<file path="src/ccs_pkg.sv">
// Shared types and constants for the C comment stripper.
// Depends on nothing; every module of the block imports it.
`timescale 1ns / 1ps
`default_nettype none

package ccs_pkg;

  // Byte values that the scanner reacts to.
  localparam logic [7:0] ChDquote = 8'h22;
  localparam logic [7:0] ChSquote = 8'h27;
  localparam logic [7:0] ChSlash  = 8'h2F;
  localparam logic [7:0] ChStar   = 8'h2A;
  localparam logic [7:0] ChBslash = 8'h5C;
  localparam logic [7:0] ChNl     = 8'h0A;

  // Depth of the command queue between scanner and emitter.
  localparam int unsigned QDepth = 4;
  localparam int unsigned QPtrW  = $clog2(QDepth);
  localparam int unsigned QCntW  = $clog2(QDepth + 1);

  // One emit command: the byte to pass on, and whether a held slash goes out first.
  typedef struct packed {
    logic       dbl;
    logic [7:0] data;
  } ccs_cmd_t;

  // Queue status seen by the scanner and the emitter.
  typedef struct packed {
    logic full;
    logic empty;
  } ccs_qstat_t;

endpackage

`default_nettype wire

</file>
<file path="src/c_comment_stripper.sv">
// Top level of the C comment stripper: scanner, command queue and emitter.
// Depends on ccs_pkg, ccs_front, ccs_queue and ccs_back.
//
// The block takes one byte of C source per input item and streams out the
// same text with line and block comments removed; string and character
// literals pass untouched, a line comment keeps its newline, and a slash not
// opening a comment leaves together with the next byte as two items, the
// second marked by tlast (a slash still held when input stops never leaves).
// The scanner accepts one byte every cycle while its four-entry command queue
// has room; the emitter's output register moves one item per cycle while the
// output is ready, a byte leaving as one item, or as two with a held slash.
// Input and output stall independently through the queue.
`timescale 1ns / 1ps
`default_nettype none

module c_comment_stripper import ccs_pkg::*; (
  input  wire logic       clk_i,
  input  wire logic       rst_ni,
  input  wire logic       s_axis_tvalid_i,
  output logic            s_axis_tready_o,
  input  wire logic [7:0] s_axis_tdata_i,   // [7:0] in_byte
  output logic            m_axis_tvalid_o,
  input  wire logic       m_axis_tready_i,
  output logic [7:0]      m_axis_tdata_o,   // [7:0] out_byte
  output logic            m_axis_tlast_o    // last_of_run
);

  ccs_qstat_t qstat;
  ccs_cmd_t   push_cmd;
  ccs_cmd_t   head;
  logic       push;
  logic       pop;

  // Scanner: classifies bytes and issues emit commands.
  ccs_front u_front (
    .clk_i      (clk_i),
    .rst_ni     (rst_ni),
    .in_valid_i (s_axis_tvalid_i),
    .in_ready_o (s_axis_tready_o),
    .in_byte_i  (s_axis_tdata_i),
    .qstat_i    (qstat),
    .push_o     (push),
    .push_cmd_o (push_cmd)
  );

  // Queue decoupling the two halves.
  ccs_queue u_queue (
    .clk_i      (clk_i),
    .rst_ni     (rst_ni),
    .push_i     (push),
    .push_cmd_i (push_cmd),
    .pop_i      (pop),
    .head_o     (head),
    .qstat_o    (qstat)
  );

  // Emitter: drives the output stream.
  ccs_back u_back (
    .clk_i       (clk_i),
    .rst_ni      (rst_ni),
    .head_i      (head),
    .qstat_i     (qstat),
    .pop_o       (pop),
    .out_valid_o (m_axis_tvalid_o),
    .out_ready_i (m_axis_tready_i),
    .out_byte_o  (m_axis_tdata_o),
    .out_last_o  (m_axis_tlast_o)
  );

endmodule

`default_nettype wire

</file>
<file path="src/ccs_front.sv">
// Scanner front end of the C comment stripper: tracks the lexical state and
// turns each accepted byte into at most one emit command. Uses ccs_pkg.
`timescale 1ns / 1ps
`default_nettype none

module ccs_front import ccs_pkg::*; (
  input  wire logic       clk_i,
  input  wire logic       rst_ni,
  input  wire logic       in_valid_i,
  output logic            in_ready_o,
  input  wire logic [7:0] in_byte_i,
  input  wire ccs_qstat_t qstat_i,
  output logic            push_o,
  output ccs_cmd_t        push_cmd_o
);

  // Scanner state codes.
  localparam logic [3:0] StNormal = 4'd0;
  localparam logic [3:0] StStr    = 4'd1;
  localparam logic [3:0] StChr    = 4'd2;
  localparam logic [3:0] StStrEsc = 4'd3;
  localparam logic [3:0] StChrEsc = 4'd4;
  localparam logic [3:0] StSlash  = 4'd5;
  localparam logic [3:0] StLine   = 4'd6;
  localparam logic [3:0] StBlock  = 4'd7;
  localparam logic [3:0] StStar   = 4'd8;

  logic [3:0] state_q, state_d;
  logic       accept;
  logic       emit;
  logic       dbl;

  // Next state for a byte seen in normal text.
  function automatic logic [3:0] normal_next(input logic [7:0] b);
    logic [3:0] s;
    if (b == ChDquote) begin
      s = StStr;
    end else if (b == ChSquote) begin
      s = StChr;
    end else if (b == ChSlash) begin
      s = StSlash;
    end else begin
      s = StNormal;
    end
    return s;
  endfunction

  assign in_ready_o = !qstat_i.full;
  assign accept     = in_valid_i && in_ready_o;

  // Classify the incoming byte against the current state.
  always_comb begin
    state_d = state_q;
    emit    = 1'b0;
    dbl     = 1'b0;
    unique case (state_q)
      StStr: begin
        if (in_byte_i == ChBslash) begin
          state_d = StStrEsc;
        end else if (in_byte_i == ChDquote) begin
          state_d = StNormal;
        end
        emit = 1'b1;
      end
      StStrEsc: begin
        state_d = StStr;
        emit    = 1'b1;
      end
      StChr: begin
        if (in_byte_i == ChBslash) begin
          state_d = StChrEsc;
        end else if (in_byte_i == ChSquote) begin
          state_d = StNormal;
        end
        emit = 1'b1;
      end
      StChrEsc: begin
        state_d = StChr;
        emit    = 1'b1;
      end
      StSlash: begin
        if (in_byte_i == ChSlash) begin
          state_d = StLine;
        end else if (in_byte_i == ChStar) begin
          state_d = StBlock;
        end else begin
          // A lone slash goes out ahead of this byte, which is then normal text.
          state_d = normal_next(in_byte_i);
          emit    = 1'b1;
          dbl     = 1'b1;
        end
      end
      StLine: begin
        if (in_byte_i == ChNl) begin
          state_d = StNormal;
          emit    = 1'b1;
        end
      end
      StBlock: begin
        if (in_byte_i == ChStar) begin
          state_d = StStar;
        end
      end
      StStar: begin
        if (in_byte_i == ChSlash) begin
          state_d = StNormal;
        end else if (in_byte_i != ChStar) begin
          state_d = StBlock;
        end
      end
      default: begin
        // Normal text, and any unused code behaves the same.
        state_d = normal_next(in_byte_i);
        emit    = (in_byte_i != ChSlash);
      end
    endcase
  end

  assign push_o          = accept && emit;
  assign push_cmd_o.dbl  = dbl;
  assign push_cmd_o.data = in_byte_i;

  // The state advances only on an accepted item.
  always_ff @(posedge clk_i or negedge rst_ni) begin
    if (!rst_ni) begin
      state_q <= StNormal;
    end else if (accept) begin
      state_q <= state_d;
    end
  end

endmodule

`default_nettype wire

</file>
<file path="src/ccs_queue.sv">
// Small command queue between scanner and emitter of the C comment stripper.
// Uses ccs_pkg for the command type and depth.
`timescale 1ns / 1ps
`default_nettype none

module ccs_queue import ccs_pkg::*; (
  input  wire logic     clk_i,
  input  wire logic     rst_ni,
  input  wire logic     push_i,
  input  wire ccs_cmd_t push_cmd_i,
  input  wire logic     pop_i,
  output ccs_cmd_t      head_o,
  output ccs_qstat_t    qstat_o
);

  ccs_cmd_t               mem_q [QDepth];
  logic     [QPtrW-1:0]   wr_ptr_q, wr_ptr_d;
  logic     [QPtrW-1:0]   rd_ptr_q, rd_ptr_d;
  logic     [QCntW-1:0]   count_q, count_d;
  logic                   do_push;
  logic                   do_pop;

  assign qstat_o.full  = (count_q == QCntW'(QDepth));
  assign qstat_o.empty = (count_q == '0);
  assign do_push       = push_i && !qstat_o.full;
  assign do_pop        = pop_i && !qstat_o.empty;
  assign head_o        = mem_q[rd_ptr_q];

  // Pointer and fill count updates.
  always_comb begin
    wr_ptr_d = wr_ptr_q;
    rd_ptr_d = rd_ptr_q;
    count_d  = count_q;
    if (do_push) begin
      wr_ptr_d = (wr_ptr_q == QPtrW'(QDepth - 1)) ? '0 : wr_ptr_q + 1'b1;
    end
    if (do_pop) begin
      rd_ptr_d = (rd_ptr_q == QPtrW'(QDepth - 1)) ? '0 : rd_ptr_q + 1'b1;
    end
    if (do_push && !do_pop) begin
      count_d = count_q + 1'b1;
    end else if (do_pop && !do_push) begin
      count_d = count_q - 1'b1;
    end
  end

  always_ff @(posedge clk_i or negedge rst_ni) begin
    if (!rst_ni) begin
      wr_ptr_q <= '0;
      rd_ptr_q <= '0;
      count_q  <= '0;
    end else begin
      wr_ptr_q <= wr_ptr_d;
      rd_ptr_q <= rd_ptr_d;
      count_q  <= count_d;
    end
  end

  // Entry storage needs no reset.
  always_ff @(posedge clk_i) begin
    if (do_push) begin
      mem_q[wr_ptr_q] <= push_cmd_i;
    end
  end

  // The fill count never passes the depth.
  a_count_bound: assert property (@(posedge clk_i) disable iff (!rst_ni)
    count_q <= QCntW'(QDepth))
    else $error("queue count exceeds depth");

  // The scanner never offers a command while the queue is full.
  a_no_push_full: assert property (@(posedge clk_i) disable iff (!rst_ni)
    push_i |-> !qstat_o.full)
    else $error("push into full queue");

  // The emitter pops only entries that are there.
  a_no_pop_empty: assert property (@(posedge clk_i) disable iff (!rst_ni)
    pop_i |-> !qstat_o.empty)
    else $error("pop from empty queue");

endmodule

`default_nettype wire

</file>
<file path="src/ccs_back.sv">
// Emitter back end of the C comment stripper: expands queued commands into
// one or two output items through an output register. Uses ccs_pkg.
`timescale 1ns / 1ps
`default_nettype none

module ccs_back import ccs_pkg::*; (
  input  wire logic       clk_i,
  input  wire logic       rst_ni,
  input  wire ccs_cmd_t   head_i,
  input  wire ccs_qstat_t qstat_i,
  output logic            pop_o,
  output logic            out_valid_o,
  input  wire logic       out_ready_i,
  output logic [7:0]      out_byte_o,
  output logic            out_last_o
);

  logic       out_valid_q, out_valid_d;
  logic [7:0] out_byte_q, out_byte_d;
  logic       out_last_q, out_last_d;
  logic       phase_q, phase_d;
  logic       take;
  logic       head_valid;

  assign head_valid = !qstat_i.empty;
  assign take       = !out_valid_q || out_ready_i;

  // Load the output register from the queue head whenever it is free or its item is taken.
  always_comb begin
    out_valid_d = out_valid_q;
    out_byte_d  = out_byte_q;
    out_last_d  = out_last_q;
    phase_d     = phase_q;
    pop_o       = 1'b0;
    if (take) begin
      out_valid_d = head_valid;
      if (head_valid) begin
        if (head_i.dbl && !phase_q) begin
          // The held slash goes out first; the entry stays for its byte.
          out_byte_d = ChSlash;
          out_last_d = 1'b0;
          phase_d    = 1'b1;
        end else begin
          out_byte_d = head_i.data;
          out_last_d = 1'b1;
          phase_d    = 1'b0;
          pop_o      = 1'b1;
        end
      end
    end
  end

  always_ff @(posedge clk_i or negedge rst_ni) begin
    if (!rst_ni) begin
      out_valid_q <= 1'b0;
      phase_q     <= 1'b0;
    end else begin
      out_valid_q <= out_valid_d;
      phase_q     <= phase_d;
    end
  end

  always_ff @(posedge clk_i) begin
    out_byte_q <= out_byte_d;
    out_last_q <= out_last_d;
  end

  assign out_valid_o = out_valid_q;
  assign out_byte_o  = out_byte_q;
  assign out_last_o  = out_last_q;

  // While the second half of a pair is owed, its entry is still at the head.
  a_phase_head: assert property (@(posedge clk_i) disable iff (!rst_ni)
    phase_q |-> (head_valid && head_i.dbl))
    else $error("pending pair lost its queue entry");

  // An item that is not last of its run is always the held slash.
  a_first_is_slash: assert property (@(posedge clk_i) disable iff (!rst_ni)
    (out_valid_q && !out_last_q) |-> (out_byte_q == ChSlash))
    else $error("non-final item is not a slash");

endmodule

`default_nettype wire
</file>
<file path="config.mk">
export PLATFORM = sky130hd
export DESIGN_NAME = c_comment_stripper
export DESIGN_NICKNAME = d
export VERILOG_FILES = /design/src/ccs_pkg.sv /design/src/c_comment_stripper.sv /design/src/ccs_front.sv /design/src/ccs_queue.sv /design/src/ccs_back.sv
export SDC_FILE = /design/constraint.sdc
export NUM_CORES = 1
export LEC_CHECK = 0
export BUFFER_PORTS_ARGS = -buffer_cell sky130_fd_sc_hd__buf_4
export CAP_MARGIN = 20
export CORE_MARGIN = 8
export CORE_UTILIZATION = 50
export DETAILED_ROUTE_END_ITERATION = 7
export PLACE_DENSITY = 0.75
export SETUP_SLACK_MARGIN = 0.05
export SYNTH_ARGS = -nofsm -noshare
export SYNTH_HDL_FRONTEND = slang
export SYNTH_SLANG_ARGS = --single-unit
</file>
<file path="constraint.sdc">
create_clock -name clk_i -period 3.1 [get_ports clk_i]
set_input_delay 0.155 -clock clk_i [delete_from_list [all_inputs] [get_ports clk_i]]
set_output_delay 0.155 -clock clk_i [all_outputs]
set_load 0.01 [all_outputs]
</file>
Word-level counts from Yosys, hierarchy flattened
Memory sizes are Yosys's and may differ from the RTL's.
Cells that the tools add are included.
{ "word_totals": {"register_bits": 22, "ramBits": 36, "in_bits": 12, "output_inout_bits": 11, "n_memories": 1} }
{ "memory_table": {"columns": ["memory", "depth", "width", "read_ports", "rd_ports_with_merged_regs", "wr", "line", "text"], "rows": [
  ["u_queue.mem_q", 4, 9, 1, 0, 1, "ccs_queue.sv:16", "ccs_cmd_t mem_q [QDepth];"]
]} }
{ "classes": {"add_sub_neg": 4, "eq_ne": 24, "muxes": 31, "bitwise": 1, "reduce_logical": 20} }
{ "ops": {"columns": ["operator", "n"], "rows": [
  ["4-bit 2-to-1 mux", 13],
  ["8-bit by 6-bit == test with 1-bit output, second input constant", 4],
  ["4-bit one-hot mux with 8 select lines", 1],
  ["4-bit by 3-bit == test with 1-bit output, second input constant", 4],
  ["8-bit by 6-bit inequality test with 1-bit output, second input constant", 2],
  ["1-bit 2-to-1 mux", 10],
  ["3-bit 2-to-1 mux", 3],
  ["3-bit by 1-bit inequality test with 1-bit output, second input constant", 3],
  ["4-bit by 2-bit == test with 1-bit output, second input constant", 2],
  ["8-bit by 4-bit == test with 1-bit output, second input constant", 1],
  ["8-bit by 7-bit == test with 1-bit output, second input constant", 1],
  ["1-bit logical AND", 7],
  ["1-bit zero test", 6],
  ["2-bit 2-to-1 mux", 3],
  ["6-bit AND reduction", 1],
  ["2-bit by 1-bit adder with 2-bit output, second input constant", 2],
  ["2-bit == test, second input constant", 2],
  ["4-bit by 1-bit == test with 1-bit output, second input constant", 1],
  ["4-bit == test, second input constant", 1],
  ["2-bit by 1-bit inequality test with 1-bit output, second input constant", 2],
  ["1-bit one-hot mux with 4 select lines", 1],
  ["4-bit OR reduction", 1],
  ["3-bit by 1-bit adder with 3-bit output, second input constant", 1],
  ["3-bit == test, second input constant", 1],
  ["7 further kinds", 7]
]} }

Depth between registers and ports, before layout
{ "depth": {"depth_word": 10, "mapped_depth": 12, "mapped_depth_nobuf": 10} }

Modules after synthesis
Synthesis repeated with hierarchy kept, for this count alone.
{ "unflattened": {"hier_cells": 202, "hier_area_um2": 2892.8} }
{ "modules_own_cells": {"columns": ["module", "n_inst", "cells_per_inst", "area_each_um2", "seq_area_each_um2"], "rows": [
  ["ccs_queue", 1, 84, 1739.2, 1256.2],
  ["ccs_front", 1, 90, 719.4, 100.1],
  ["ccs_back", 1, 28, 434.2, 320.3]
]} }

Least setup slack after synthesis
OpenSTA, ideal clock, no wires.
{ "synth_path": {"path_kind": "register to register", "from": "register u_queue.rd_ptr_q[0]", "to": "register u_queue.count_q[1]", "setup_time_ns": 0.125, "t_arrival_ns": 2.338, "slack_ns": 0.637, "path_stages_with_launch": 10, "cell_sequence": "dfrtp_1 mux4_2 nor2b_1 clkbuf_1 nor2b_1 inv_1 ha_1 inv_1 fa_1 mux2_2"} }
{ "synth_via": {"elab_chain_len": 9, "elab_cells_between_ends": 11} }
{ "synth_rtl": {"columns": ["item", "line", "text"], "rows": [
  ["start: declaration", "ccs_queue.sv:18", "logic [QPtrW-1:0] rd_ptr_q, rd_ptr_d;"],
  ["start signal: assignment", "ccs_queue.sv:54", "rd_ptr_q <= rd_ptr_d;"],
  ["memory 4 x 9 bit", null, null],
  ["1-bit logical AND", "ccs_back.sv:38", "if (head_i.dbl && !phase_q) begin"],
  ["1-bit 2-to-1 mux", "ccs_back.sv:38", null],
  ["1-bit 2-to-1 mux", "ccs_back.sv:37", "if (head_valid) begin"],
  ["1-bit 2-to-1 mux", "ccs_back.sv:35", "if (take) begin"],
  ["1-bit logical AND", "ccs_queue.sv:26", "assign do_pop = pop_i && !qstat_o.empty;"],
  ["1-bit zero test", "ccs_queue.sv:40", "if (do_push && !do_pop) begin"],
  ["1-bit logical AND", "ccs_queue.sv:40", null],
  ["3-bit 2-to-1 mux", "ccs_queue.sv:40", null],
  ["net u_queue.count_d[1]", "ccs_queue.sv:19", "logic [QCntW-1:0] count_q, count_d;"],
  ["end signal: assignment", "ccs_queue.sv:55", "count_q <= count_d;"],
  ["end: declaration", "ccs_queue.sv:19", null]
]} }
The timed path passes the listed nets, and every way through them passes these cells.
A chain may end at the register's enable or synchronous reset.

Worst setup path after layout
{ "layout_path": {"from": "register u_front.state_q[1]", "to": "register u_queue.count_q[2]"} }
{ "layout_via": {"elab_chain_len": 8, "elab_cells_between_ends": 18} }
{ "layout_rtl": {"columns": ["item", "line", "text"], "rows": [
  ["start: declaration", "ccs_front.sv:28", "logic [3:0] state_q, state_d;"],
  ["start signal: assignment", "ccs_front.sv:126", "state_q <= StNormal;"],
  ["start signal: assignment", "ccs_front.sv:128", "state_q <= state_d;"],
  ["4-bit by 1-bit == test with 1-bit output, or another cell as far along", "ccs_front.sv:56", "unique case (state_q)"],
  ["4-bit OR reduction (no source line) / 2-bit OR reduction (equally long branches)", null, null],
  ["1-bit one-hot mux with 4 select lines *", "ccs_front.sv:56", null],
  ["1-bit logical AND *", "ccs_front.sv:119", "assign push_o = accept && emit;"],
  ["1-bit logical AND *", "ccs_queue.sv:25", "assign do_push = push_i && !qstat_o.full;"],
  ["net u_queue.do_push", "ccs_queue.sv:20", "logic do_push;"],
  ["1-bit zero test", "ccs_queue.sv:42", "end else if (do_pop && !do_push) begin"],
  ["1-bit logical AND", "ccs_queue.sv:42", null],
  ["2-bit nonzero test (no source line)", null, null]
]} }
The timed path passes the listed nets; every way through them passes the cells marked *.

==> flow_summary.ini <==
[worst_hold_path]
hp-class = input port to flop

[critical_path]
critPathRequiredTime_ns = 3.35
worst_path_largest_cell_delay_ns = 0.42
cp_max_fo = 9
reg2reg_from = u_front.state_q[1]$_DFFE_PN0P_
endpoint_kind = flop
reg2regPathDepth = 11
r2r-end = u_queue.count_q[2]$_DFFE_PN0P_
endpoint = u_queue.count_q[2]$_DFFE_PN0P_
cp_cell_sequence = buf_4 > inv_1 > a21oi_1 > or2_2 > a21oi_2 > ha_1 > inv_1 > fa_1 > xor2_1 > nor2_1 > xor2_1
start_kind = flop
crit_type = flop to flop
cp.arrival_ns = 2.90
ff2ff_setup_slack_ns = 0.45
cpMaxStageDelayCell = fa_1
cp-startpoint = u_front.state_q[1]$_DFFE_PN0P_

[synthesis]
synth_area_sq_um = 2870
synth_cell_type_count = 58
synth_top_area_share_pct = 47.1
ys_ff_latch = 58
async_flop_share_pct = 22.4
yosysSeqAreaShare_pct = 58.4
ys_warn_count = 0
yosys.area.top_type = edfxtp_1
synth_edf_count = 45
ys.flop_type = edfxtp_1
synth_cells = 204
ys_top_cells_by_area = edfxtp_1 (47%), dfrtp_1 (11%), mux4_2 (7.1%)
synth_fp_nets = 223
syn-mean-instance-area_sq_um = 14.1

[route]
initialDrtViolationCount = 86
via_count = 1809
first_pass_iters = 4
drc_errors = 0
ant_nets = 0
avgViaCountPerCell = 5.74
drt-wirelength-per-cell_um = 17.1
drt_wl_total_um = 5400

[power_and_ir_drop]
p_total_w = 0.00296
p_leak_nw = 1.25
p_per_area_nw_per_um2 = 883
max-vdd-ir-drop_mv = 0.549

[clock_network]
clock_path_buffers = 2
cts_max_level = 3
clk_pin_slew_ns = 0.06
cts_tree = yes
clkSinkCount = 58
numCtsBuffers = 9
cts_root_buf = clkbuf_8
clk_latency_ns = 0.33

[run_status]
status = finished, final reports clean

[finish]
post-route-util_pct = 60.5
seqCellArea_sq_um = 1680
area_delta_synth_final_pct = 16.9
fillers = 437
multi_input_area_sq_um = 1120
layout-drive-gt1-share_pct = 32.5
antennaDiodeCount = 0
nNetsFinal = 257

[floorplan]
initial_utilization_pct = 51.8
ios = 23
coreArea_sq_um = 5540
row_count = 27
die_h_um = 91.8
dieWidth_um = 91.8
die-area_sq_um = 8420

[placed_design]
port_buffers = 22
dp_hpwl_um = 3830
place.gp.congestion = 0.894
pre_cts_ws_ns = 0.347

[timing]
holdWs_ns = 0.0566
rsz0062_at_grt = false
fin_skew_ns = 0.0104
slew_violations = 0
period_minus_slack_ns = 2.65
slew_headroom_pct = 66.3
setup_viol = 0
max_freq_mhz = 378
setup_ws_ns = 0.451
worst_pin_slew_ns = 0.505
hold_viol = 0
layout_worst_path_cycle_share_pct = 85.5
fin_tns_setup_ns = 0

[grt]
grt_pass1_wl_um = 9220
grt_pass1_vias = 1826
antenna_found_initial = 0
grt_max_degree = 19
track_usage_pct = 13.9
overflow = 0

[flow_run]
drv_cap = 0
report_power, final:
group          internal, W  switching [W]
Combinational     0.000560       0.000533
Clock             0.000365       0.000289
Sequential         0.00112      0.0000972
Total              0.00204       0.000919
area by class of cell:
type | instances | share of cell area (%)
sequential | 58 | 50.0
multi-input combinational | 127 | 33.3
timing repair buffer | 33 | 7.53
clock buffer | 10 | 3.80
tap | 72 | 2.69
clock inverter | 6 | 1.72
inverter | 9 | 1.01
how the worst min path moves through the flow:
| stage | endpoint | start | cells past startpoint | slack (ns) |
|---|---|---|---|---|
| final | u_queue.mem_q[1][1]$_DFFE_PP_ | s_axis_tdata_i[1] | 1 | 0.06 |
| after global routing | u_queue.mem_q[1][1]$_DFFE_PP_ | s_axis_tdata_i[1] | 1 | 0.04 |
| after CTS | u_queue.mem_q[1][1]$_DFFE_PP_ | s_axis_tdata_i[1] | 1 | 0.04 |
| after detailed placement | u_back.out_valid_o$_DFFE_PN0N_ | rst_ni | 1 | 0.01 |
| after global placement | u_back.out_valid_o$_DFFE_PN0N_ | rst_ni | 1 | 0.01 |
| after floorplan | u_back.out_valid_o$_DFFE_PN0N_ | rst_ni | 0 | -0.14 |
cell usage after synthesis (4+ instances only):
master    instances
mux2_2            7
mux4_2            9
clkbuf_1          4
inv_1             9
nand4_1           4
nand2_1           4
ha_1              6
nor2_1            8
edfxtp_1         45
nor2b_1           6
and2_1            5
buf_2             5
nor3_1            5
dfrtp_1          13
or2_2             8
a21oi_1           6
flip-flops by register name, indices dropped and copies added, names as in the netlist:
register	flops
u_queue.rd_ptr_q	2
u_queue.mem_q	36
u_queue.count_q	3
u_back.phase_q	1
u_back.out_byte_o	8
u_back.out_last_o	1
u_front.state_q	4
u_queue.wr_ptr_q	2
u_back.out_valid_o	1
logic make-up after synthesis:
logic type,share of synthesized area (%)
flops,58.4
buf+inv,2.70
fa+ha+maj,3.31
simple gates,15.3
compound gates,7.63
xor+xnor,1.83
mux,10.9
through the flow:
step           cell area (sq um)  instances
2_1_floorplan               2870        204
3_3_place_gp                3140        296
3_5_place_dp                3140        296
4_1_cts                     3350        314
5_1_grt                     3350        315
6_report                    3350        315
worst max-delay path: cells and delay by family, from the launching register on:
family / cells / cell delay [ns]
buffers and inverters: 3 / 0.38
adders and majority gates: 2 / 0.66
DFF: 1 / 0.41
and+or+nand+nor: 2 / 0.42
AOI/OAI and AO/OA: 2 / 0.36
xor gates and xnor gates: 2 / 0.32
cell usage in the layout (no fill, tap or decap), types with 2 or more instances in the layout:
cell,n
xnor2_1,3
or2_2,8
a21oi_1,6
edfxtp_1,45
nor4_1,2
nor2b_1,6
nor2_1,8
a211o_1,2
nor3_1,5
and2_1,5
buf_4,31
a21o_1,3
nor4b_1,3
o21ai_0,3
clkbuf_8,9
nand2_1,4
inv_1,9
nand4_1,4
clkinv_2,4
mux2_2,7
mux4_2,9
dlygate4sd3_1,2
xor2_1,3
ha_1,6
o41ai_1,2
dfrtp_1,13
nand4b_1,3
mux2i_1,3
nand3_1,2
metal layers:
layer  share of wire (%)  vias up  track usage, %
met2                  50       60            23.0
met5                   0        -               0
met4                 1.5        0            6.44
met1                  42      886            15.7
li1                    -      853               -
met3                 5.9       10            5.05
what timing repair did:
| item | 4_1_cts | 5_1_grt |
|---|---|---|
| hold endpoints to repair | 14 | 0 |
| hold buffers | 2 | 0 |
| resized for setup | 0 | 0 |
| setup buffers | 0 | 0 |
(Power assumes the default switching activity.)
